**src/hdl/thr_pkg.sv**
```systemverilog
// Shared constants, types and codes for the per-source connection throttle.
// Used by thr_cell, thr_upd and the top level; no dependencies.
package thr_pkg;

    localparam int TABLE_ENTRIES = 256;
    localparam int TIME_BITS     = 48;
    localparam int IDX_W         = $clog2(TABLE_ENTRIES);
    localparam int ADDR_W        = 32;
    localparam int CNT_W         = 8;
    localparam int CFG_W         = 16;
    localparam int CIDX_W        = 3;
    localparam int STAT_W        = 3;

    typedef logic [TIME_BITS-1:0] t_time;
    typedef logic [STAT_W-1:0]    t_status;
    typedef logic [CIDX_W-1:0]    t_cfg_idx;

    localparam t_time TIME_MAX = '1;

    localparam t_status ST_NEW      = 3'd0;
    localparam t_status ST_ACCEPT   = 3'd1;
    localparam t_status ST_BLOCKED  = 3'd2;
    localparam t_status ST_NEWBLOCK = 3'd3;
    localparam t_status ST_FULL     = 3'd4;

    localparam t_cfg_idx CFG_BURST_WINDOW = 3'd0;
    localparam t_cfg_idx CFG_BURST_LIMIT  = 3'd1;
    localparam t_cfg_idx CFG_FAST_GAP     = 3'd2;
    localparam t_cfg_idx CFG_BLOCK        = 3'd3;
    localparam t_cfg_idx CFG_PENALTY      = 3'd4;

    localparam logic [CFG_W-1:0] DEF_BURST_WINDOW = 16'd5000;
    localparam logic [CNT_W-1:0] DEF_BURST_LIMIT  = 8'd5;
    localparam logic [CFG_W-1:0] DEF_FAST_GAP     = 16'd500;
    localparam logic [CFG_W-1:0] DEF_BLOCK        = 16'd3000;
    localparam logic [CFG_W-1:0] DEF_PENALTY      = 16'd250;

    typedef struct packed {
        logic [CFG_W-1:0] window;
        logic [CNT_W-1:0] limit;
        logic [CFG_W-1:0] fast;
        logic [CFG_W-1:0] blk;
        logic [CFG_W-1:0] pen;
    } t_cfg;

    // search word walking the cell chain
    typedef struct packed {
        logic             active;
        logic             found;
        logic             fresh;
        logic [IDX_W-1:0] idx;
        t_time            last;
        t_time            bu;
        logic [CNT_W-1:0] cnt;
    } t_word;

    // entry write-back broadcast to all cells
    typedef struct packed {
        logic             en;
        logic [IDX_W-1:0] idx;
        t_time            last;
        t_time            bu;
        logic [CNT_W-1:0] cnt;
    } t_wb;

endpackage

```
**src/hdl/thr_cell.sv**
```systemverilog
// One table entry of the throttle plus its stage of the search chain.
// Depends on thr_pkg.
module thr_cell (
    input  logic                      i_clk,
    input  logic                      i_rst_n,
    input  logic [thr_pkg::IDX_W-1:0] i_idx,
    input  logic [thr_pkg::ADDR_W-1:0] i_addr,
    input  thr_pkg::t_time            i_now,
    input  thr_pkg::t_word            i_word,
    input  thr_pkg::t_wb              i_wb,
    output thr_pkg::t_word            o_word
);
    import thr_pkg::*;

    logic              r_valid;
    logic [ADDR_W-1:0] r_addr;
    t_time             r_last;
    t_time             r_bu;
    logic [CNT_W-1:0]  r_cnt;
    t_word             r_word;
    t_word             n_word;

    logic w_open;
    logic w_hit;
    logic w_claim;
    logic w_wb_sel;

    assign w_open   = i_word.active && !i_word.found;
    assign w_hit    = w_open && r_valid && (r_addr == i_addr);
    // valid entries form a prefix, so the first free cell means no hit
    assign w_claim  = w_open && !r_valid;
    assign w_wb_sel = i_wb.en && (i_wb.idx == i_idx);

    always_comb begin
        n_word = i_word;
        if (w_hit) begin
            n_word.found = 1'b1;
            n_word.fresh = 1'b0;
            n_word.idx   = i_idx;
            n_word.last  = r_last;
            n_word.bu    = r_bu;
            n_word.cnt   = r_cnt;
        end else if (w_claim) begin
            n_word.found = 1'b1;
            n_word.fresh = 1'b1;
            n_word.idx   = i_idx;
        end
    end

    always_ff @(posedge i_clk) begin
        if (!i_rst_n) begin
            r_valid <= 1'b0;
            r_word  <= '0;
        end else begin
            r_word <= n_word;
            if (w_claim) begin
                r_valid <= 1'b1;
            end
        end
    end

    always_ff @(posedge i_clk) begin
        if (w_claim) begin
            r_addr <= i_addr;
            r_last <= i_now;
            r_bu   <= '0;
            r_cnt  <= CNT_W'(1);
        end else if (w_wb_sel) begin
            r_last <= i_wb.last;
            r_bu   <= i_wb.bu;
            r_cnt  <= i_wb.cnt;
        end
    end

    assign o_word = r_word;

    a_valid_sticky: assert property (@(posedge i_clk) disable iff (!i_rst_n)
        !$fell(r_valid))
        else $error("table entry lost its valid bit");

    a_claim_wb_excl: assert property (@(posedge i_clk) disable iff (!i_rst_n)
        !(w_claim && w_wb_sel))
        else $error("write-back hit a free entry");

endmodule

```
**config.mk**
```make
export PLATFORM = sky130hd
export DESIGN_NAME = thr_cell
export DESIGN_NICKNAME = d
export VERILOG_FILES = /design/src/hdl/thr_pkg.sv /design/src/hdl/thr_cell.sv
export SDC_FILE = /design/constraint.sdc
export NUM_CORES = 1
export LEC_CHECK = 0
export ABC_AREA = 1
export BUFFER_PORTS_ARGS = -buffer_cell sky130_fd_sc_hd__buf_2
export CAP_MARGIN = 10
export CORE_ASPECT_RATIO = 2
export CORE_MARGIN = 2
export CORE_UTILIZATION = 33
export CTS_BUF_LIST = sky130_fd_sc_hd__clkbuf_8
export CTS_CLUSTER_DIAMETER = 40
export DETAILED_ROUTE_END_ITERATION = 8
export PLACE_DENSITY_LB_ADDON = 0.2
export SLEW_MARGIN = 20
export SYNTH_ARGS = -nofsm -noshare
export SYNTH_HDL_FRONTEND = slang
export SYNTH_SLANG_ARGS = --single-unit
```
**constraint.sdc**
```tcl
create_clock -name i_clk -period 4.18 [get_ports i_clk]
set_clock_uncertainty 0.05 [all_clocks]
set_input_delay 0.209 -clock i_clk [delete_from_list [all_inputs] [get_ports i_clk]]
set_output_delay 0.209 -clock i_clk [all_outputs]
set_load 0.05 [all_outputs]
```
# Word-level counts from Yosys, hierarchy flattened
# Cells that the tools add are included.
[word_totals]
in_bits = 318
regBits = 252
out_inout_bits = 115
[op_classes]
bitwise = 1
eq_ne = 2
n_reduce_logical = 9
mux = 5
[op_table]
columns = ["operator", "n"]
rows = [
  ["104-bit two-way mux", 1],
  ["48-bit two-way mux", 2],
  ["32-bit equality test", 1],
  ["10-bit two-way mux", 2],
  ["8-bit equality test", 1],
  ["1-bit logical AND", 5],
  ["1-bit zero test", 2],
  ["2-bit nonzero test", 1],
  ["2-bit OR reduction", 1],
  ["1-bit inverter", 1],
]

# Logic depth before layout (Yosys ltp)
# Gate-level depths: netlist of run 1.
[logic_depth]
word_depth = 5
depth_mapped = 14
mapped_depth_nobuf = 12

# Worst setup path before layout of run 1
# No wires, ideal clock.
[synth_timing]
path_type = "register to register"
startpoint = "register r_valid"
endpoint = "register r_last[0], enable pin"
setup_slack_ns = 1.599
t_required_ns = 3.723
path_stages_with_launch = 6
t_arrival_ns = 2.124
path_cell_list = "dfxtp_1 > nor2_1 > clkinv_1 > clkbuf_1 > clkbuf_1 > nand2_1"
[synth_via]
elab_chain_len = 3
[synth_lines]
columns = ["item", "line_no", "rtl"]
rows = [
  ["start, declared", "thr_cell.sv:15", "logic r_valid;"],
  ["start signal, assigned", "thr_cell.sv:52", "r_valid <= 1'b0;"],
  ["start signal, assigned", "thr_cell.sv:57", "r_valid <= 1'b1;"],
  ["1-bit zero test", "thr_cell.sv:31", "assign w_claim = w_open && !r_valid;"],
  ["1-bit logical AND", "thr_cell.sv:31", ""],
  ["2-bit nonzero test (no line)", "--", ""],
  ["end signal, assigned", "thr_cell.sv:65", "r_last <= i_now;"],
  ["end signal, assigned", "thr_cell.sv:69", "r_last <= i_wb.last;"],
  ["end, declared", "thr_cell.sv:17", "t_time r_last;"],
]
# No other way between the ends.
# A chain may end at the register's enable or synchronous reset.

# Worst setup path after layout of run 1
[layout_timing]
startpoint = "input i_word[114] (netlist name)"
endpoint = "register r_word, in the netlist o_word[109]"
[layout_via]
elab_chain_len = 4
word_cells_on_any_way = 6
cone_classes = "2 x mux; 4 x reduce/logical"
[layout_lines]
columns = ["item", "line_no", "rtl"]
rows = [
  ["start, declared", "thr_cell.sv:9", "input thr_pkg::t_word i_word,"],
  ["1-bit logical AND (*)", "thr_cell.sv:28", "assign w_open = i_word.active && !i_word.found;"],
  ["1-bit logical AND, on equally long branches", "thr_cell.sv:31, thr_cell.sv:29", ""],
  ["10-bit two-way mux / 1-bit logical AND (equally long branches)", "thr_cell.sv:43, thr_cell.sv:29", ""],
  ["10-bit two-way mux (*)", "thr_cell.sv:36", "if (w_hit) begin"],
  ["end signal, assigned", "thr_cell.sv:55", "r_word <= n_word;"],
  ["end, declared", "thr_cell.sv:20", "t_word r_word;"],
]
# Every way passes the cells marked *; elsewhere a longest branch is shown, timed or not.

==> reports/results.ini, run 1 <==
[outcome]
status=finished, final reports clean

[routing]
drtPass1Iterations=4
drt_iter0_markers=428
finalWirelength_um=38600
drc=0
routedWlPerCell_um=14.50
postRouteAntennaNets=0
via_per_inst=4.429
num_vias=11790

[setup_path]
reg2reg_slack_ns=1.64
crit_path_start_kind=input port
crit_path_end_kind=register
required_ns=4.62
critPathKind=in -> reg
cp.arrival_ns=3.07
cp_max_fo=65

[clock_tree]
tritoncts=yes
cts_setup_buffers=0
cts_made_buffers=40
clockBufferDepth=3
htree_levels=2
ctsResizeCount=0
clk_pin_slew_worst_paths_ns=0.06
holdBufCountCts=301
clk_latency_ns=0.56
root_buffer=clkbuf_8
cts_sinks=252

[floorplan]
ios=433
rows=95
start_util_pct=33.35
coreArea_sq_mm=0.03340
die_area_sq_mm=0.03533
die_w_um=133.9
die_y_um=263.8

[synth]
synth_top_area_share_pct=30.91
ys_ff_latch=252
yosys.cell_types.count=32
synth_nets=1806
synth_area_leaders=dfxtp_1 (31%), edfxtp_1 (22%), nand2_1 (14%)
yosysWarnings=0
avgSynthCellArea_sq_um=7.486
netlist_area_sq_mm=0.01114
synth_seq_area_share_pct=52.48
synthCells=1488
yosysTopAreaCell=dfxtp_1

[grt]
grt_pass1_wl_um=60850
antenna_found_initial=4
overflow=0
grt_max_degree=106
grt_pass1_vias=12380
grt_use_total_pct=21.54

[final_layout]
area_growth_syn_to_layout_pct=56.21
drive_gt1_share_pct=23.67
layout_commonest_cell=buf_2
final_area_sq_mm=0.01740
final_cell_mix=buf_2 (431), nand2_1 (406), nor2_1 (349)
nNetsFinal=2508
fillerInstances=3149

[timing]
slew_headroom_pct=29.97
slew_violations=0
min_period_ns=2.632
fin_tns_setup_ns=0
fmax_mhz=379.9
finalHoldViolCount=0
worst_pin_slew_ns=1.050
grt_setup_unrepaired=false
setup_violations=0
period_share_pct=62.98

[placed_design]
io_buffers=432
placed_area_sq_mm=0.01356
hpwl_um=25300
place.gp.congestion=0.8429

[pwr]
ir_drop_v=0.0002438
powerDensity_mw_per_mm2=339.3
p_leak_nw=8.603

[flow_run]
maxCapViolations=0

[hold_path]
hp-class=in -> reg

==> stage by stage <==
step	power, W	util, %	cells	hold slack (ns)	setup slack [ns]
after floorplan	0.003230	-	1488	0.2566	1.599
after global placement	0.003544	40.59	2283	0.3534	1.568
after detailed placement	0.003552	40.61	2283	0.3652	1.532
final	0.005904	52.10	2662	0.04766	1.548
after global routing	0.006158	52.08	2660	0.07686	1.362
after CTS	0.005963	52.06	2658	0.004575	1.521
==> report_power, final <==
part | switching, W | internal, W | leakage (nW)
clock | 0.00103 | 0.00113 | 0.469
combinational | 0.000591 | 0.000471 | 5.97
sequential | 0.0000351 | 0.00265 | 2.17
==> registers in the layout, indices dropped and copies added (netlist names) <==
signal	cells
r_bu	48
r_cnt	8
r_last	48
r_valid	1
o_word	115
r_addr	32
==> synthesized netlist by cell type, drive strengths merged <==
| cell type | number |
|---|---|
| xnor2 | 14 |
| clkbuf | 24 |
| nand4 | 3 |
| inv | 161 |
| nand3 | 114 |
| and2 | 1 |
| nor2b | 1 |
| or2 | 11 |
| buf | 59 |
| and3 | 3 |
| clkinv | 2 |
| nor3 | 2 |
| o21ai | 3 |
| dfxtp | 172 |
| nand3b | 57 |
| xor2 | 5 |
| nand2 | 407 |
| nor3b | 1 |
| edfxtp | 80 |
| nor4 | 1 |
| a31oi | 1 |
| a21oi | 11 |
| nor2 | 355 |
==> logic make-up (layout without fill, tap and decap cells) <==
group / after synthesis / after routing / synth area share, %
and+or+nand+nor: 956 / 956 / 36.15
DFF: 252 / 252 / 52.48
buffers and inverters: 246 / 980 / 9.199
xor gates and xnor gates: 19 / 19 / 1.494
AOI/OAI and AO/OA: 15 / 15 / 0.6851
other: 0 / 4 / 0
==> worst max-delay path, cell delays in order <==
cell and delay (ns):
dlygate4sd3_1 0.53, buf_2 0.14, nand2_1 0.15, nor2_4 0.06, inv_4 0.37, buf_4 0.71, a21oi_1 0.21, nor2_1 0.12
dlygate4sd3_1 0.55
==> layout make-up <==
| type | count | area, sq um | share of cell area (%) |
|---|---|---|---|
| Inverter | 163 | 619.3 | 3.559 |
| Clock inverter | 25 | 137.6 | 0.7910 |
| Multi-Input combinational cell | 990 | 4315 | 24.80 |
| Tap cell | 436 | 545.5 | 3.135 |
| Clock buffer | 49 | 674.4 | 3.876 |
| Sequential cell | 252 | 5846 | 33.59 |
| Antenna cell | 4 | 10.01 | 0.05753 |
| Timing Repair Buffer | 743 | 5253 | 30.19 |
==> worst paths after layout <==
kind | from | to | cells past startpoint
worst min register to register | r_cnt[1] | r_cnt[1] | 2
worst max-delay path | i_word[114] | o_word[109] | 9
worst max register to register | r_valid | o_word[109] | 6
worst min-delay path | i_word[107] | o_word[107] | 6
==> metal layers <==
metal / GRT usage [%] / part of all wire [%] / up-vias
li1: - / - / 5948
met1: 21.81 / 36 / 5292
met2: 40.78 / 53 / 430
met3: 4.222 / 6.0 / 118
met4: 11.33 / 5.1 / 2
met5: 0 / 0.034 / -
(Power assumes the default switching activity.)
==> run 2: changes to the inputs <==
Clock period 4.18 ns to 2.6 ns, I/O delays scaled along.
==> run 2 against run 1 <==
Against the previous run:
- worst setup slack lost 1.4 ns
- critical path type is now reg -> reg
- final area grew 2.2%
- sequential cell count is the same
- largest cell class unchanged
==> reports/results.ini, run 2 (same netlist as run 1, synthesis figures left out) <==
[grt]
antenna_found_initial=5
overflow=0
grt_max_degree=90
grt_pass1_wl_um=60310
grt_use_total_pct=21.42
grt_pass1_vias=12050

[timing]
fmax_mhz=403.6
slew_headroom_pct=56.92
grt_setup_unrepaired=false
fin_tns_setup_ns=0
slew_violations=0
finalHoldViolCount=0
fin_ws_ns=0.1221
setup_violations=0
min_period_ns=2.478
period_share_pct=95.30
worst_pin_slew_ns=0.6461

[setup_path]
cp_max_fo=28
cp.arrival_ns=2.92
required_ns=3.04
timing.rr.start=r_addr[17]
startpoint=r_addr[17]
critPathKind=reg -> reg
crit_path_start_kind=register
crit_path_end_kind=register

[clock_tree]
cts_made_buffers=40
tritoncts=yes
root_buffer=clkbuf_8
clk_pin_slew_worst_paths_ns=0.07
clk_latency_ns=0.55
htree_levels=2
cts_sinks=252
clockBufferDepth=3

[outcome]
status=finished, final reports clean

[hold_path]
hp-class=in -> reg
hp-start=i_wb[112]

[routing]
finalWirelength_um=39950
drc=0
via_per_inst=4.473
drtPass1Iterations=5
routedWlPerCell_um=14.88
num_vias=12010
drt_iter0_markers=487
postRouteAntennaNets=0

[pwr]
seq_power_share_pct=45.1
p_switching_w=0.002683
clkPwrFrac_pct=36.7
internal_power_w=0.006889
p_comb_share_pct=18.2
p_leak_nw=8.775
switching_share_pct=28.03
powerDensity_mw_per_mm2=538.1
ir_drop_v=0.0003958
power.total_w=0.009572

[final_layout]
nNetsFinal=2530
final_area_sq_mm=0.01779
area_growth_syn_to_layout_pct=59.68
fillerInstances=3111
largest_register_ffs=115
layout_commonest_cell=buf_2
drive_gt1_share_pct=24.11
final_cell_mix=buf_2 (431), nand2_1 (406), nor2_1 (349)
stdcell_count=2684

[placed_design]
dpl_worst_slack_ns=0.5157
placed_area_sq_mm=0.01371
place_inst=2288
io_buffers=432
place.gp.congestion=0.8497
hpwl_um=25760

[flow_run]
maxCapViolations=0

[floorplan]
coreArea_sq_mm=0.03340
die_area_sq_mm=0.03533
die_y_um=263.8
ios=433
rows=95
die_w_um=133.9
start_util_pct=33.35

run 2: cell types whose count changed in the layout (fill, tap and decap cells not counted), moves of 2 or more:
cell / change
inv_6: -2
clkbuf_16: +3
buf_12: +8
clkinvlp_4: +3
clkinv_1: -3
dlygate4sd3_1: +11
run 2: layout make-up:
cell class,count,area [sq um],share of cell area [%]
sequential,252,5846,32.86
timing repair buffer,765,5618,31.58
multi-input combinational,990,4318,24.28
clock buffer,50,688.2,3.869
inverter,163,621.8,3.496
tap,436,545.5,3.067
clock inverter,24,140.1,0.7878
antenna,4,10.01,0.05627
run 2: layer usage:
| layer | vias to the layer above | share of wire, % | track usage [%] |
|---|---|---|---|
| met5 | - | 0.033 | 0 |
| met4 | 2 | 4.2 | 10.35 |
| met3 | 104 | 6.1 | 4.395 |
| met2 | 423 | 54 | 41.00 |
| met1 | 5481 | 36 | 21.54 |
| li1 | 5995 | - | - |
run 2: power by group through the flow:
stage / clock [W] / sequential, W / combinational [W]
floorplan: 0 / 0.00474 / 0.000452
global placement: 0 / 0.00440 / 0.00131
detailed placement: 0 / 0.00440 / 0.00132
CTS: 0.00363 / 0.00432 / 0.00173
global route: 0.00380 / 0.00433 / 0.00188
finish: 0.00351 / 0.00432 / 0.00174
run 2: stage by stage:
| step | util (%) | hold WS (ns) |
|---|---|---|
| after floorplan | - | 0.1776 |
| after global placement | 41.04 | 0.2778 |
| after detailed placement | 41.04 | 0.2859 |
| after CTS | 52.87 | 0.2072 |
| after global routing | 53.25 | 0.2340 |
| final | 53.25 | 0.1944 |
run 2: path summary, 6_finish.rpt:
check                    end  slack, ns  cells after the start
setup reg to reg  o_word[19]       0.12                     11
hold / removal      r_cnt[0]       0.19                      6
hold reg to reg      r_bu[4]       0.43                      2
setup / recovery  o_word[19]       0.12                     11
run 2: repair_timing:
item                                   CTS  global route
hold buffers                           312             0
endpoints found under the hold margin  252             0
gates resized for setup                  0             4
setup endpoints to repair                0             4
buffers inserted                         0             3
run 2: critical path: stages, from the launching register on:
cell	delay, ns
edfxtp_1	0.38
xnor2_1	0.23
nand2_1	0.09
nor2_1	0.14
nand2_1	0.08
nor2_2	0.13
nand3_4	0.12
inv_8	0.19
buf_16	0.21
nor2_1	0.06
nor2_1	0.13
dlygate4sd3_1	0.60
==> run 3: changes to the inputs <==
Settings changed: CORE_AREA set to 2 2 167 169, CORE_ASPECT_RATIO 2 to unset, CORE_MARGIN 2 to unset, CORE_UTILIZATION 33 to unset, DIE_AREA set to 0 0 169 171.
==> run 3 against run 2 <==
Against the previous run:
- wire length down 3.8%
- largest cell class unchanged
- fmax up 1.4%
- via count up 0.62%
- utilization up 11 points
- sequential cell count unchanged
- sequential power about the same
==> reports/results.ini, run 3 (same netlist as run 1, synthesis figures left out) <==
[setup_path]
slowest_delay_ns=0.55
path_cells=xnor2_1, nand2_1, nor2_1, nand2_1, nor2_2, nand3_4, buf_4, a21oi_1, nor2_1, dlygate4sd3_1
reg2reg_slack_ns=0.16
cp_slowest_cell=dlygate4sd3_1
required_ns=2.99
cp_max_fo=17
critPathKind=reg -> reg
cp.arrival_ns=2.83
crit_buf_inv=2
crit_path_end_kind=register
critPathTopFamily=buffers and inverters
crit_path_start_kind=register

[final_layout]
fillerInstances=2257
area_growth_syn_to_layout_pct=58.37
multiInputGateArea_sq_mm=0.004310
nNetsFinal=2528
seqCellArea_sq_mm=0.005846
drive_gt1_share_pct=24.10
stdcell_count=2593
final_cell_mix=buf_2 (431), nand2_1 (406), nor2_1 (349)
final_area_sq_mm=0.01764
largest_register_ffs=115
layout_commonest_cell=buf_2

[grt]
grt_pass1_wl_um=58820
overflow=0
grt_use_total_pct=25.42
grt_max_degree=114
grt_pass1_vias=12130
antenna_found_initial=1

[routing]
routedWlPerCell_um=14.81
postRouteAntennaNets=0
drc=0
num_vias=12080
via_per_inst=4.659
drtPass1Iterations=5
drt_iter0_markers=755
finalWirelength_um=38410

[pwr]
p_leak_nw=8.772
ir_drop_v=0.0004652
powerDensity_mw_per_mm2=555.9

[floorplan]
ios=433
die_y_um=171
coreArea_sq_mm=0.02732
start_util_pct=40.77
rows=61
die_area_sq_mm=0.02890
die_w_um=169

[clock_tree]
clk_pin_slew_worst_paths_ns=0.06
cts_sinks=252
clockBufferDepth=3
root_buffer=clkbuf_8
holdBufCountCts=308
cts_made_buffers=46
htree_levels=2
clk_latency_ns=0.55
ctsResizeCount=0
cts_setup_buffers=0
tritoncts=yes

[flow_run]
maxCapViolations=0

[placed_design]
hpwl_um=23070
place_inst=2200
io_buffers=432
place.gp.congestion=0.8786
placed_area_sq_mm=0.01362

[hold_path]
hp-class=in -> reg

[timing]
setup_violations=0
min_period_ns=2.444
slew_violations=0
period_share_pct=93.98
worst_pin_slew_ns=0.6465
fmax_mhz=409.2
finalHoldViolCount=0
slew_headroom_pct=56.90
fin_tns_setup_ns=0
grt_setup_unrepaired=false

[outcome]
status=finished, final reports clean

-- run 3: cell count changes in the layout (fill, tap and decap cells not counted), moves of 3 or more --
cell and change:
clkinv_1 +3, dlygate4sd3_1 -4, clkbuf_8 +8, clkbuf_16 -3
-- run 3: path summary, 6_finish.rpt --
| kind | endpoint | cells after the start | from |
|---|---|---|---|
| hold reg to reg | r_bu[8] | 2 | r_bu[8] |
| setup / recovery | o_word[106] | 10 | r_addr[1] |
| setup reg to reg | o_word[106] | 10 | r_addr[1] |
| hold / removal | r_cnt[0] | 6 | i_wb[112] |
-- run 3: power by group --
group	switching (W)	total (W)	internal [W]	leakage, nW
Combinational	0.000968	0.00175	0.000782	6.08
Clock	0.00164	0.00374	0.00210	0.531
Sequential	0.0000562	0.00432	0.00426	2.17
-- run 3: worst register-to-register path: cells and delay by family (launching register included) --
kind | cells | cell delay [ns]
compound gates | 1 | 0.30
xor+xnor | 1 | 0.23
simple gates | 6 | 0.56
flops | 1 | 0.42
buf+inv | 2 | 0.77
-- run 3: cell type report --
class	count	area share, %
Clock inverter	25	0.7518
Antenna cell	2	0.02837
Sequential cell	252	33.13
Tap cell	346	2.454
Multi-Input combinational cell	990	24.43
Clock buffer	58	4.525
Inverter	163	3.496
Timing Repair Buffer	757	31.18
-- run 3: metal layers --
| metal | part of all wire [%] | track usage (%) | wire length, um | up-vias |
|---|---|---|---|---|
| met5 | 0 | 0 | 0 | - |
| met4 | 4.4 | 12.82 | 1699 | 0 |
| met3 | 5.9 | 4.603 | 2271 | 124 |
| met2 | 50 | 45.94 | 19210 | 468 |
| met1 | 40 | 28.85 | 15240 | 5491 |
| li1 | - | - | - | 5997 |
-- run 3: per-stage QoR --
step                setup WS (ns)  hold WS, ns  utilization [%]  power [W]
global route              0.01060       0.2253            64.56    0.01021
detailed placement         0.5002       0.2793            49.86   0.005711
finish                     0.1565       0.1808            64.57   0.009807
CTS                        0.1716       0.1502            64.55   0.009866
global placement           0.5356       0.2848            49.86   0.005694
floorplan                 0.01948       0.1776                -   0.005193
