### src/hdl/thr_pkg.sv
// Shared constants, types and codes for the per-source connection throttle.
// Used by thr_cell, thr_upd and the top level; no dependencies.
package thr_pkg;

    localparam int TABLE_ENTRIES = 256;
    localparam int TIME_BITS     = 48;
    localparam int IDX_W         = $clog2(TABLE_ENTRIES);
    localparam int ADDR_W        = 32;
    localparam int CNT_W         = 8;
    localparam int CFG_W         = 16;
    localparam int CIDX_W        = 3;
    localparam int STAT_W        = 3;

    typedef logic [TIME_BITS-1:0] t_time;
    typedef logic [STAT_W-1:0]    t_status;
    typedef logic [CIDX_W-1:0]    t_cfg_idx;

    localparam t_time TIME_MAX = '1;

    localparam t_status ST_NEW      = 3'd0;
    localparam t_status ST_ACCEPT   = 3'd1;
    localparam t_status ST_BLOCKED  = 3'd2;
    localparam t_status ST_NEWBLOCK = 3'd3;
    localparam t_status ST_FULL     = 3'd4;

    localparam t_cfg_idx CFG_BURST_WINDOW = 3'd0;
    localparam t_cfg_idx CFG_BURST_LIMIT  = 3'd1;
    localparam t_cfg_idx CFG_FAST_GAP     = 3'd2;
    localparam t_cfg_idx CFG_BLOCK        = 3'd3;
    localparam t_cfg_idx CFG_PENALTY      = 3'd4;

    localparam logic [CFG_W-1:0] DEF_BURST_WINDOW = 16'd5000;
    localparam logic [CNT_W-1:0] DEF_BURST_LIMIT  = 8'd5;
    localparam logic [CFG_W-1:0] DEF_FAST_GAP     = 16'd500;
    localparam logic [CFG_W-1:0] DEF_BLOCK        = 16'd3000;
    localparam logic [CFG_W-1:0] DEF_PENALTY      = 16'd250;

    typedef struct packed {
        logic [CFG_W-1:0] window;
        logic [CNT_W-1:0] limit;
        logic [CFG_W-1:0] fast;
        logic [CFG_W-1:0] blk;
        logic [CFG_W-1:0] pen;
    } t_cfg;

    // search word walking the cell chain
    typedef struct packed {
        logic             active;
        logic             found;
        logic             fresh;
        logic [IDX_W-1:0] idx;
        t_time            last;
        t_time            bu;
        logic [CNT_W-1:0] cnt;
    } t_word;

    // entry write-back broadcast to all cells
    typedef struct packed {
        logic             en;
        logic [IDX_W-1:0] idx;
        t_time            last;
        t_time            bu;
        logic [CNT_W-1:0] cnt;
    } t_wb;

endpackage

### src/hdl/thr_upd.sv
// Two-stage update unit: evaluates the entry found by the chain and
// produces the verdict and the entry write-back. Depends on thr_pkg.
module thr_upd (
    input  logic              i_clk,
    input  logic              i_rst_n,
    input  thr_pkg::t_word    i_word,
    input  thr_pkg::t_time    i_now,
    input  thr_pkg::t_cfg     i_cfg,
    output logic              o_done,
    output logic              o_accepted,
    output thr_pkg::t_status  o_status,
    output thr_pkg::t_wb      o_wb
);
    import thr_pkg::*;

    // stage A
    logic               r_a_vld;
    logic               r_a_found;
    logic               r_a_fresh;
    logic [IDX_W-1:0]   r_a_idx;
    t_time              r_a_last;
    t_time              r_a_bu;
    logic [CNT_W-1:0]   r_a_cnt;
    t_time              r_a_now;
    logic               r_a_blocked;
    logic [TIME_BITS:0] r_a_pen;
    logic [TIME_BITS:0] r_a_blk;
    t_time              r_a_gap;
    logic [CNT_W:0]     r_a_cnt1;

    // stage B
    logic               r_done;
    logic               r_acc;
    t_status            r_status;
    t_wb                r_wb;

    logic               n_acc;
    t_status            n_status;
    t_wb                n_wb;

    t_time              w_pen_sat;
    t_time              w_blk_sat;
    logic               w_neg;
    logic               w_in_win;
    logic               w_in_fast;
    logic               w_over;

    always_ff @(posedge i_clk) begin
        if (!i_rst_n) begin
            r_a_vld <= 1'b0;
        end else begin
            r_a_vld <= i_word.active;
        end
    end

    always_ff @(posedge i_clk) begin
        if (i_word.active) begin
            r_a_found   <= i_word.found;
            r_a_fresh   <= i_word.fresh;
            r_a_idx     <= i_word.idx;
            r_a_last    <= i_word.last;
            r_a_bu      <= i_word.bu;
            r_a_cnt     <= i_word.cnt;
            r_a_now     <= i_now;
            r_a_blocked <= (i_word.bu > i_now);
            r_a_pen     <= {1'b0, i_word.bu} + (TIME_BITS + 1)'(i_cfg.pen);
            r_a_blk     <= {1'b0, i_now} + (TIME_BITS + 1)'(i_cfg.blk);
            r_a_gap     <= i_now - i_word.last;
            r_a_cnt1    <= {1'b0, i_word.cnt} + (CNT_W + 1)'(1);
        end
    end

    assign w_pen_sat = r_a_pen[TIME_BITS] ? TIME_MAX : r_a_pen[TIME_BITS-1:0];
    assign w_blk_sat = r_a_blk[TIME_BITS] ? TIME_MAX : r_a_blk[TIME_BITS-1:0];
    assign w_neg     = r_a_gap[TIME_BITS-1];
    assign w_in_win  = w_neg || ((r_a_gap[TIME_BITS-1:CFG_W] == '0)
                                 && (r_a_gap[CFG_W-1:0] <= i_cfg.window));
    assign w_in_fast = w_neg || ((r_a_gap[TIME_BITS-1:CFG_W] == '0)
                                 && (r_a_gap[CFG_W-1:0] <= i_cfg.fast));
    assign w_over    = (r_a_cnt1 > {1'b0, i_cfg.limit});

    always_comb begin
        n_acc       = 1'b1;
        n_status    = ST_ACCEPT;
        n_wb.en     = 1'b0;
        n_wb.idx    = r_a_idx;
        n_wb.last   = r_a_now;
        n_wb.bu     = r_a_bu;
        n_wb.cnt    = r_a_cnt;
        if (!r_a_found) begin
            n_status = ST_FULL;
        end else if (r_a_fresh) begin
            n_status = ST_NEW;
        end else if (r_a_blocked) begin
            // blocked entries keep their last-attempt time
            n_wb.en     = r_a_vld;
            n_wb.last   = r_a_last;
            n_wb.bu     = w_pen_sat;
            n_acc       = 1'b0;
            n_status    = ST_BLOCKED;
        end else begin
            n_wb.en = r_a_vld;
            if (w_in_win) begin
                if (w_over) begin
                    n_wb.cnt = '0;
                    if (w_in_fast) begin
                        n_wb.bu  = w_blk_sat;
                        n_acc    = 1'b0;
                        n_status = ST_NEWBLOCK;
                    end
                end else begin
                    n_wb.cnt = r_a_cnt1[CNT_W-1:0];
                end
            end else begin
                n_wb.cnt = CNT_W'(1);
            end
        end
    end

    always_ff @(posedge i_clk) begin
        if (!i_rst_n) begin
            r_done <= 1'b0;
            r_wb   <= '0;
        end else begin
            r_done <= r_a_vld;
            r_wb   <= n_wb;
        end
    end

    always_ff @(posedge i_clk) begin
        if (r_a_vld) begin
            r_acc    <= n_acc;
            r_status <= n_status;
        end
    end

    assign o_done     = r_done;
    assign o_accepted = r_acc;
    assign o_status   = r_status;
    assign o_wb       = r_wb;

endmodule

### config.mk
export PLATFORM = sky130hd
export DESIGN_NAME = thr_upd
export DESIGN_NICKNAME = d
export VERILOG_FILES = /design/src/hdl/thr_pkg.sv /design/src/hdl/thr_upd.sv
export SDC_FILE = /design/constraint.sdc
export NUM_CORES = 1
export LEC_CHECK = 0
export CAP_MARGIN = 0
export CORE_AREA = 10 10 174 257
export DETAILED_ROUTE_END_ITERATION = 8
export DIE_AREA = 0 0 184 267
export DONT_BUFFER_PORTS = 1
export PLACE_DENSITY_LB_ADDON = 0.25
export SYNTH_ARGS = -nofsm -noshare
export SYNTH_HDL_FRONTEND = slang
export SYNTH_SLANG_ARGS = --single-unit
### constraint.sdc
create_clock -name i_clk -period 2.7 [get_ports i_clk]
set_input_delay 0.135 -clock i_clk [delete_from_list [all_inputs] [get_ports i_clk]]
set_output_delay 0.135 -clock i_clk [all_outputs]
set_load 0.05 [all_outputs]
# Word level (Yosys, flattened, before mapping)
# Index checks and enable logic that the tools add are counted.
[totals]
out_inout_bits = 118
regBits = 437
rom_bits = 0
mem_bits_rw = 0
mem_count = 0
word_cells = 61
latchBits = 0
[op_classes]
bitwise = 2
muxes = 20
mul = 0
n_div = 0
add_sub_neg = 4
order_cmp = 4
reduce_logical = 8
eq_ne = 0
n_shift = 0
[ops]
columns = ["cell", "count"]
rows = [
  ["48-bit 2-to-1 mux", 7],
  ["104-bit 2-to-1 mux", 2],
  ["48-bit by 16-bit adder with 49-bit output", 2],
  ["48-bit > comparator", 1],
  ["48-bit subtractor", 1],
  ["16-bit <= comparator", 2],
  ["32-bit zero test", 1],
  ["8-bit 2-to-1 mux", 3],
  ["8-bit by 1-bit adder with 9-bit output, second input constant", 1],
  ["9-bit by 8-bit > comparator with 1-bit output", 1],
  ["2-bit 2-to-1 mux", 4],
  ["3-bit OR reduction", 2],
  ["1-bit 2-to-1 mux", 4],
  ["1-bit logical AND", 2],
  ["1-bit logical OR", 2],
  ["1-bit inverter", 2],
  ["2-bit OR reduction", 1],
]

# Logic depth before layout (Yosys ltp)
# Gate-level depths: netlist of run 1.
[depth]
depth_word = 9
mapped_depth = 14

# Worst setup path after synthesis of run 1
# OpenSTA, ideal clock, no wires.
[synth_path]
path_kind = "input -> register"
startpoint = "input port i_now[0]"
endpoint = "register r_a_blk[36] (data pin)"
t_required_ns = 2.442
slack_ns = -0.016
setup_ns = 0.258
t_arrival_ns = 2.458
path_buffers = 1
stages = 13
path_cell_list = "ha_1 inv_1 fa_1 nor2b_1 o21a_2 o21ai_2 a21oi_4 a311o_2 a311oi_4 or4_1 buf_4 nor3_2 xnor2_1"
[synth_via]
elab_chain_len = 1
[synth_lines]
columns = ["item", "line", "rtl"]
rows = [
  ["start: declaration", "thr_upd.sv:7", "input thr_pkg::t_time i_now,"],
  ["48-bit by 16-bit adder with 49-bit output", "thr_upd.sv:67", "r_a_blk <= {1'b0, i_now} + (TIME_BITS + 1)'(i_cfg.blk);"],
  ["end signal: assignment", "thr_upd.sv:67", ""],
  ["end: declaration", "thr_upd.sv:27", "logic [TIME_BITS:0] r_a_blk;"],
]
# Every way passes these cells.
# A chain may end at the register's enable or synchronous reset.

# Worst setup path in the final report of run 1
[layout_path]
startpoint = "register r_a_gap[41]"
endpoint = "register r_wb (netlist bit o_wb[31])"
[layout_via]
elab_chain_len = 9
word_cells_on_any_way = 11
[layout_lines]
columns = ["item", "line", "rtl"]
rows = [
  ["start: declaration", "thr_upd.sv:28", "t_time r_a_gap;"],
  ["start signal: assignment", "thr_upd.sv:68", "r_a_gap <= i_now - i_word.last;"],
  ["32-bit zero test (*)", "thr_upd.sv:76, thr_upd.sv:78", ""],
  ["1-bit logical AND", "thr_upd.sv:79", "&& (r_a_gap[CFG_W-1:0] <= i_cfg.fast));"],
  ["1-bit logical OR", "thr_upd.sv:78", "assign w_in_fast = w_neg || ((r_a_gap[TIME_BITS-1:CFG_W] == '0)"],
  ["48-bit 2-to-1 mux", "thr_upd.sv:106", "if (w_in_fast) begin"],
  ["48-bit 2-to-1 mux", "thr_upd.sv:104", "if (w_over) begin"],
  ["48-bit 2-to-1 mux (*)", "thr_upd.sv:103", "if (w_in_win) begin"],
  ["48-bit 2-to-1 mux (*)", "thr_upd.sv:94", "end else if (r_a_blocked) begin"],
  ["104-bit 2-to-1 mux (*)", "thr_upd.sv:92", "end else if (r_a_fresh) begin"],
  ["104-bit 2-to-1 mux (*)", "thr_upd.sv:90", "if (!r_a_found) begin"],
  ["end signal: assignment", "thr_upd.sv:126", "r_wb <= n_wb;"],
  ["end: declaration", "thr_upd.sv:35", "t_wb r_wb;"],
]
# Mark *: on every way between the ends. The rest lies on a longest branch, timed or not.

==> results by group, run 1 <==
Outcome
  • Status: finished with violations
  • Failing checks: negative hold slack, max-slew violations, negative setup slack

Clock network
  • CTS tree: done
  • Root Buffer: clkbuf_16
  • CTS max path bufs: 3
  • Clock latency at the later pin of the worst-skew pair: 0.57 ns
  • TritonCTS buffer count: 42
  • H-tree levels: 2
  • Sink Count: roughly 440
  • Clock-pin transition on the worst setup and hold timing paths: 0.07 ns

Place
  • IO Port Bufs: 0
  • Post-DP HPWL: 48,100 um
  • Post-DP Area: 24,100 um2
  • Routability congestion estimate: 0.945
  • Pre-CTS worst setup slack: -0.460 ns

Worst setup path
  • Slowest stage delay, CP: 0.44 ns
  • Crit path max fanout: 8
  • Critical-path cell list: nor4_4 > nand4_1 > nor2_4 > o21ai_2 > a211oi_2 > a31oi_4 > and3b_2 > buf_12 > buf_12 > buf_12 > nor3b_4 > o31ai_1
  • FF-to-FF Start: r_a_gap[41]
  • Setup crit end kind: flop
  • CP arrival: 3.32 ns
  • Critical path required time: between 3 and 4 ns
  • Type of origin of the critical path: flop
  • Crit path launch: r_a_gap[41]
  • Critical path's most frequent cell: buf_12
  • Critical path class: reg -> reg
  • Slowest-stage cell, CP: edfxtp_1

Yosys
  • Post-Syn Instances: 2,174
  • Net Count, Synth: ~2,600
  • Seq cells post-synth: 437
  • Yosys warnings: 0
  • Post-synthesis cell type count: 71
  • Cell area after synthesis: around 23,000 um2
  • Asr flop ratio synth: 0%
  • Mean Syn Cell Area: ~11 um2
  • Ys flop type: edfxtp_1
  • Register area share after synthesis: 52.4%
  • Number of flops mapped to enable cells by yosys: approximately 320

Finish
  • Core Util, Final: 70.0%
  • Commonest non-fill, non-tap cell in the layout: edfxtp_1
  • Fillers: 2,785
  • Share of layout cells above drive strength 1: 12.7%
  • Fin nets: ~2,800
  • FF+latch area: between 10,000 and 15,000 um2
  • Final Cell Area: 28,000 um2
  • Commonest cells after routing, fill and taps aside: edfxtp_1 (322), nand2_1 (275), dlygate4sd3_1 (174)
  • Synth-to-Final Area Change: 22.7%
  • Multi-input combinational cell area: 10,500 um2

Floorplan
  • Total die area: 49,100 um2
  • Die H: 267 um
  • Starting Density: 57.0%
  • Site Rows: 90
  • Placeable Area: 40,100 um2
  • Die width: 184 um
  • Top-level I/O count: ~360

Run
  • Max cap viols: 0

Drt
  • Residual DRC count: 0
  • Drt via density: 6.10
  • Final WL: 72,100 um
  • WL/cell: 24.2 um
  • Vias: 18,174
  • Drt first-iter violations: 1,686
  • Antenna Violating Nets Remaining: 0
  • DRT Pass-1 Iters: 7

Timing
  • WHS: -0.263 ns
  • Fin. max-slew vios: roughly 220
  • Final Hold Fails: 22
  • Peak Freq: between 0.3 and 0.4 GHz
  • Slew @ Worst Pin: 2.18 ns
  • Worst Clk Skew: 0.0251 ns
  • Setup TNS: -6.94 ns
  • Final Cycle Share: 107%
  • Slew headroom: -45.2%
  • Final worst slack: -0.196 ns
  • Min Tclk post-route: 2.90 ns
  • RSZ-0062 raised after global routing: true
  • Setup violations, final: 58

Pwr
  • Max VDD drop: between 400 and 500 uV
  • PnR Total Power: 18.0 mW
  • Pwr per Cell Area: 640 nW/um2
  • Leakage dissipation: 11.4 nW

GRT
  • Gr ovfl total: 0
  • Initial antenna violation count: 5
  • Number of global-route vias before repair: 18,381
  • Largest net degree at the start of global routing: 320
  • Gr usage total: 28.4%
  • First-pass GRT wire length: 107,000 um

Worst hold path
  • Hold/Removal Path Class: in -> reg
  • HP Start: i_word[114]
## cells in the mapped netlist (3+ instances only)
master     count  area, um2
a211o_1        3       26.3
a2111oi_0      3       26.3
o31ai_1       50        375
and3_1        20        125
nor3_1        34        170
fa_1           3       60.1
a21o_1        52        390
nand3_1       37        185
nor3b_1       51        383
a22oi_1        8       60.1
o21ai_1        3       15.0
a21boi_0      50        375
ha_1         168       2100
inv_1        162        608
clkbuf_1      71        267
and2_1        12       75.1
a31o_2         4       35.0
xnor2_1       96        841
nor2_1       118        443
o21bai_1       7       52.6
or4_1          3       22.5
or2_2          3       18.8
and4_1         8       70.1
nor2b_1       23        144
nand4_1       45        282
nand2_1      277       1040
dfxtp_1      115       2300
a211oi_1       6       45.0
nor4_1        22        138
xor2_1        47        412
o21a_1        14        105
o21ai_0      145        726
a21oi_1       91        455
edfxtp_1     322       9670
nand2b_1      19        119
o211ai_1      12       90.1
buf_2          9       45.0
buf_4          5       37.5
a31oi_1       16        100
## final timing paths
kind                  to  slack, ns  cells past startpoint
max reg2reg     o_wb[31]      -0.20                     12
min reg2reg    o_wb[108]       0.44                      1
max             o_wb[31]      -0.20                     12
min          r_a_last[4]      -0.26                      0
## flip-flops by register name, summed over array words and instances (netlist names)
name	flops
o_wb	113
r_a_blk	49
r_a_pen	49
r_a_bu	48
r_a_gap	48
r_a_last	48
r_a_now	48
r_a_cnt1	9
r_a_cnt	8
r_a_idx	8
o_status	3
o_accepted	1
o_done	1
r_a_blocked	1
r_a_found	1
r_a_fresh	1
r_a_vld	1
## power by group
group	switching, mW	internal (mW)	total [mW]
combinational	1.68	1.51	3.19
clock	2.58	3.23	5.81
sequential	0.947	8.01	8.95
total	5.21	12.7	18.0
## metrics by stage
stage | hold WS (ns) | instances
3_3_place_gp | 0.234 | 2709
5_1_grt | -0.282 | 2981
6_report | -0.263 | 2981
3_5_place_dp | 0.234 | 2709
2_1_floorplan | 0.234 | 2174
4_1_cts | -0.300 | 2974
## layer usage
layer / track usage, % / share of wire, % / wire length (um)
met3: 5.08 / 7.6 / 5520
met1: 32.6 / 36 / 25900
met5: 0 / 0 / 0
met4: 16.1 / 6.4 / 4600
met2: 48.7 / 50 / 36100
## logic make-up after synthesis
family          share of synthesized area [%]
simple gates                             14.5
fa+ha+maj                                9.46
compound gates                           13.9
mux                                    0.0438
flops                                    52.4
xor+xnor                                 5.48
buf+inv                                  4.19
## cell type report
cell class	instances	area share, %
flip-flops and latches	437	42.7
multi-input cells	1490	37.5
clock buffers	63	4.32
inverters	162	2.17
repair buffers	304	10.6
diodes	4	0.0357
clock inverters	15	0.460
well taps	506	2.26
## critical path: cells and delay by family, from the launching register on
kind / cells / cell delay, ns
AO/OA/AOI/OAI: 4 / 0.60
AND/OR/NAND/NOR: 5 / 1.32
buffers and inverters: 3 / 0.40
flip-flops: 1 / 0.44
## what timing repair did
action                                  CTS  global route
gates cloned                              3             1
hold buffers                            178             1
hold endpoints to repair                689           319
gates resized for setup                  68            61
endpoints found under the setup margin   57           100
buffers inserted                          7             3
pin swaps                                23            18
(Power assumes the default switching activity.)
==> run 2, diff against run 1 <==
--- a/config.mk
+++ b/config.mk
@@ -5,12 +5,14 @@
 export SDC_FILE = /design/constraint.sdc
 export NUM_CORES = 1
 export LEC_CHECK = 0
+export ABC_AREA = 1
 export CAP_MARGIN = 0
-export CORE_AREA = 10 10 174 257
+export CORE_AREA = 10 10 177 262
 export DETAILED_ROUTE_END_ITERATION = 8
-export DIE_AREA = 0 0 184 267
+export DIE_AREA = 0 0 187 272
 export DONT_BUFFER_PORTS = 1
 export PLACE_DENSITY_LB_ADDON = 0.25
 export SYNTH_ARGS = -nofsm -noshare
 export SYNTH_HDL_FRONTEND = slang
 export SYNTH_SLANG_ARGS = --single-unit
+export TNS_END_PERCENT = 10
==> run 2 against run 1 <==
Against the previous run: die area is 3.5% higher; sequential share of layout area is 0.059 points higher; via count is 11% higher; clock power is 2% higher; routed wire length is 12% higher; first-iteration DRC count is 12% higher; critical path type is now in -> reg; fmax is 11% higher; setup slack better by 0.29 ns; synthesized cell count is 22% higher; critical endpoint is now r_a_pen[39]; the run ends with negative hold slack, max-slew violations left.
==> results by group, run 2 <==
Outcome
  • Status: finished with violations
  • Failing checks: negative hold slack, max-slew violations

Timing
  • Peak Freq: 0.384 GHz
  • Slew headroom: -19.9%
  • Fin. max-slew vios: 150
  • Slew @ Worst Pin: 1.80 ns
  • Final Hold Fails: 55
  • Final worst slack: 0.0947 ns
  • WHS: -0.283 ns
  • Setup violations, final: 0
  • Final Cycle Share: between 90 and 100%
  • Worst Clk Skew: 0.0127 ns
  • Min Tclk post-route: 2.61 ns
  • RSZ-0062 raised after global routing: true

Worst hold path
  • HP Start: i_word[114]
  • Hold Path Depth: 0
  • Hold/Removal Path Class: in -> reg

Worst setup path
  • Slowest-stage cell, CP: dlygate4sd3_1
  • Worst R2R Path Depth: 16
  • Critical path required time: 3.00 ns
  • Slowest stage delay, CP: 0.61 ns
  • Setup crit end kind: flop
  • FF-to-FF Start: r_a_gap[5]
  • Type of origin of the critical path: primary input
  • Critical path class: in -> reg
  • CP top delay family: simple AND/OR/NAND/NOR gates
  • Stages on worst setup path: 12
  • Crit path launch: i_word[21]
  • Crit path buf inv count: 2
  • Crit path max fanout: 5
  • CP arrival: 2.91 ns
  • Critical-path cell list: dlygate4sd3_1 > ha_1 > nand2_1 > nor2_1 > inv_1 > nor2_1 > nand4_1 > nand3_1 > nand2_1 > nor3_4 > nand4_1 > xnor2_1

Floorplan
  • Starting Density: 57.2%
  • Top-level I/O count: 355
  • Die H: 272 um
  • Site Rows: around 90
  • Total die area: 50,900 um2
  • Die width: 187 um
  • Placeable Area: 41,700 um2

Clock network
  • CTS tree: done
  • Root Buffer: clkbuf_16
  • CTS max path bufs: 3
  • Sink Count: 437
  • TritonCTS buffer count: 43
  • H-tree levels: 2
  • # hold bufs at CTS: 188
  • Clock-pin transition on the worst setup and hold timing paths: 0.06 ns
  • Post-CTS Setup Bufs: 0
  • Clock latency at the later pin of the worst-skew pair: between 0.5 and 0.6 ns

Run
  • Max cap viols: 0

Yosys
  • Yosys top cell area share: 40.6%
  • Number of flops mapped to enable cells by yosys: roughly 320
  • Cell area after synthesis: 23,800 um2
  • Most frequent cell after synthesis: nand2_1
  • Seq cells post-synth: 437
  • Mean Syn Cell Area: 8.98 um2
  • Yosys warnings: 0
  • Commonest cells in the netlist: nand2_1 (406), nor2_1 (387), inv_1 (350), edfxtp_1 (322), a21oi_1 (246)
  • Asr flop ratio synth: 0%
  • Ys flop type: edfxtp_1
  • Top post-synthesis cells by area: edfxtp_1 (41%), dfxtp_1 (9.7%), ha_1 (8.8%)
  • Post-synthesis cell type count: 56
  • Post-Syn Instances: 2,655
  • Dominant cell type by area after synthesis: edfxtp_1
  • Net Count, Synth: 3,063
  • Register area share after synthesis: approximately half

Pwr
  • Comb pwr share: 16.8%
  • Max VDD drop: 631 uV
  • Clock share of power: between 30% and 40%
  • Net load switching power: 5.35 mW
  • Leakage dissipation: approximately 12 nW
  • Seq pwr share: 49.8%
  • Net Sw Frac: between 30 and 40%
  • Pwr per Cell Area: 635 nW/um2
  • P_int: between 10 and 15 mW
  • PnR Total Power: roughly 18 mW

Place
  • Pre-CTS worst setup slack: 0.0410 ns
  • Routability congestion estimate: 0.970
  • Post-DP HPWL: 57,400 um
  • Placed Instances: 3,201
  • IO Port Bufs: 0

Finish
  • Share of layout cells above drive strength 1: roughly 5.7%
  • Commonest non-fill, non-tap cell in the layout: nand2_1
  • Cell Count, Final, Fillers Out: ~3,500
  • Max FFs per register: 113
  • Fin nets: 3,278
  • Synth-to-Final Area Change: 17.5%
  • Commonest cells after routing, fill and taps aside: nand2_1 (405), nor2_1 (385), inv_1 (350)

Drt
  • M1 WL: 28,900 um
  • Final WL: about 80,000 um
  • Residual DRC count: 0
  • Met3 wire len: around 6400 um
  • Vias: 20,194
  • Drt via density: just under 6
  • Met2 WL post-DR: 41,700 um
  • Antenna Violating Nets Remaining: 0
  • DR top layer: met4
  • Drt first-iter violations: 1,883
  • WL/cell: 23.3 um
  • DRT Pass-1 Iters: 6

GRT
  • Gr ovfl total: 0
  • First-pass GRT wire length: 122,000 um
  • Largest net degree at the start of global routing: 320
  • Initial antenna violation count: 4
  • Gr usage total: 30.9%
  • Number of global-route vias before repair: 20,521
run 2: cells by family (layout without fill, tap and decap cells):
kind of cell | count (synthesis) | in the layout | synth area share (%)
other | 0 | 3 | 0
AO/OA/AOI/OAI | 432 | 432 | 9.80
adder cells (fa/ha/maj) | 171 | 171 | 9.07
AND/OR/NAND/NOR | 1060 | 1060 | 19.1
XOR/XNOR | 141 | 141 | 5.18
buffers and inverters | 414 | 664 | 6.63
flip-flops | 437 | 437 | 50.2
run 2: metal layers:
layer,vias to the layer above,track usage [%]
met4,0,15.3
met5,-,0
met2,985,55.9
met1,9601,34.1
li1,9384,-
met3,224,5.81
run 2: worst paths after layout:
check	endpoint	slack, ns
max	r_a_pen[39]	0.09
min	r_a_gap[7]	-0.28
max reg2reg	o_wb[11]	0.17
min reg2reg	o_wb[108]	0.43
run 2: worst reg2reg max path, cell delays in order (launching register included):
cell and delay, ns:
edfxtp_1 0.41, ha_1 0.31, a21oi_1 0.21, nor2_1 0.06, nor2_1 0.10, nand2_1 0.07, nand2_1 0.06, nand2_1 0.05
nand2_1 0.14, nand2_1 0.14, nand2_1 0.12, nand3_2 0.15, inv_4 0.19, buf_12 0.17, nand2_1 0.08, nand3_1 0.07
a21oi_1 0.08
run 2: cell type report:
class / count / area (um2)
fill: 3327 / 13700
inverter: 357 / 1350
sequential: 437 / 12000
timing repair buffer: 227 / 2280
multi-input combinational: 1804 / 10300
antenna: 3 / 7.51
clock buffer: 64 / 1280
tap: 564 / 706
clock inverter: 16 / 118
run 2: per-stage QoR:
step / util [%] / TNS, ns / area, um2
floorplan: - / 0 / 23800
global placement: 59.3 / 0 / 24700
detailed placement: 59.3 / 0 / 24700
CTS: 67.2 / 0 / 28000
global route: 67.2 / -0.0335 / 28000
finish: 67.2 / 0 / 28000
run 2: power groups by stage:
stage / registers [mW] / logic [mW] / clock network, mW
after floorplan: 8.85 / 1.85 / 0
after global placement: 8.97 / 2.53 / 0
after detailed placement: 8.98 / 2.58 / 0
after CTS: 8.84 / 2.95 / 6.00
after global routing: 8.90 / 3.30 / 6.25
final: 8.86 / 2.98 / 5.95
run 2: timing repair:
| item | CTS | global route |
|---|---|---|
| gates resized for setup | 0 | 5 |
| endpoints found under the setup margin | 0 | 10 |
| hold endpoints to repair | 646 | 318 |
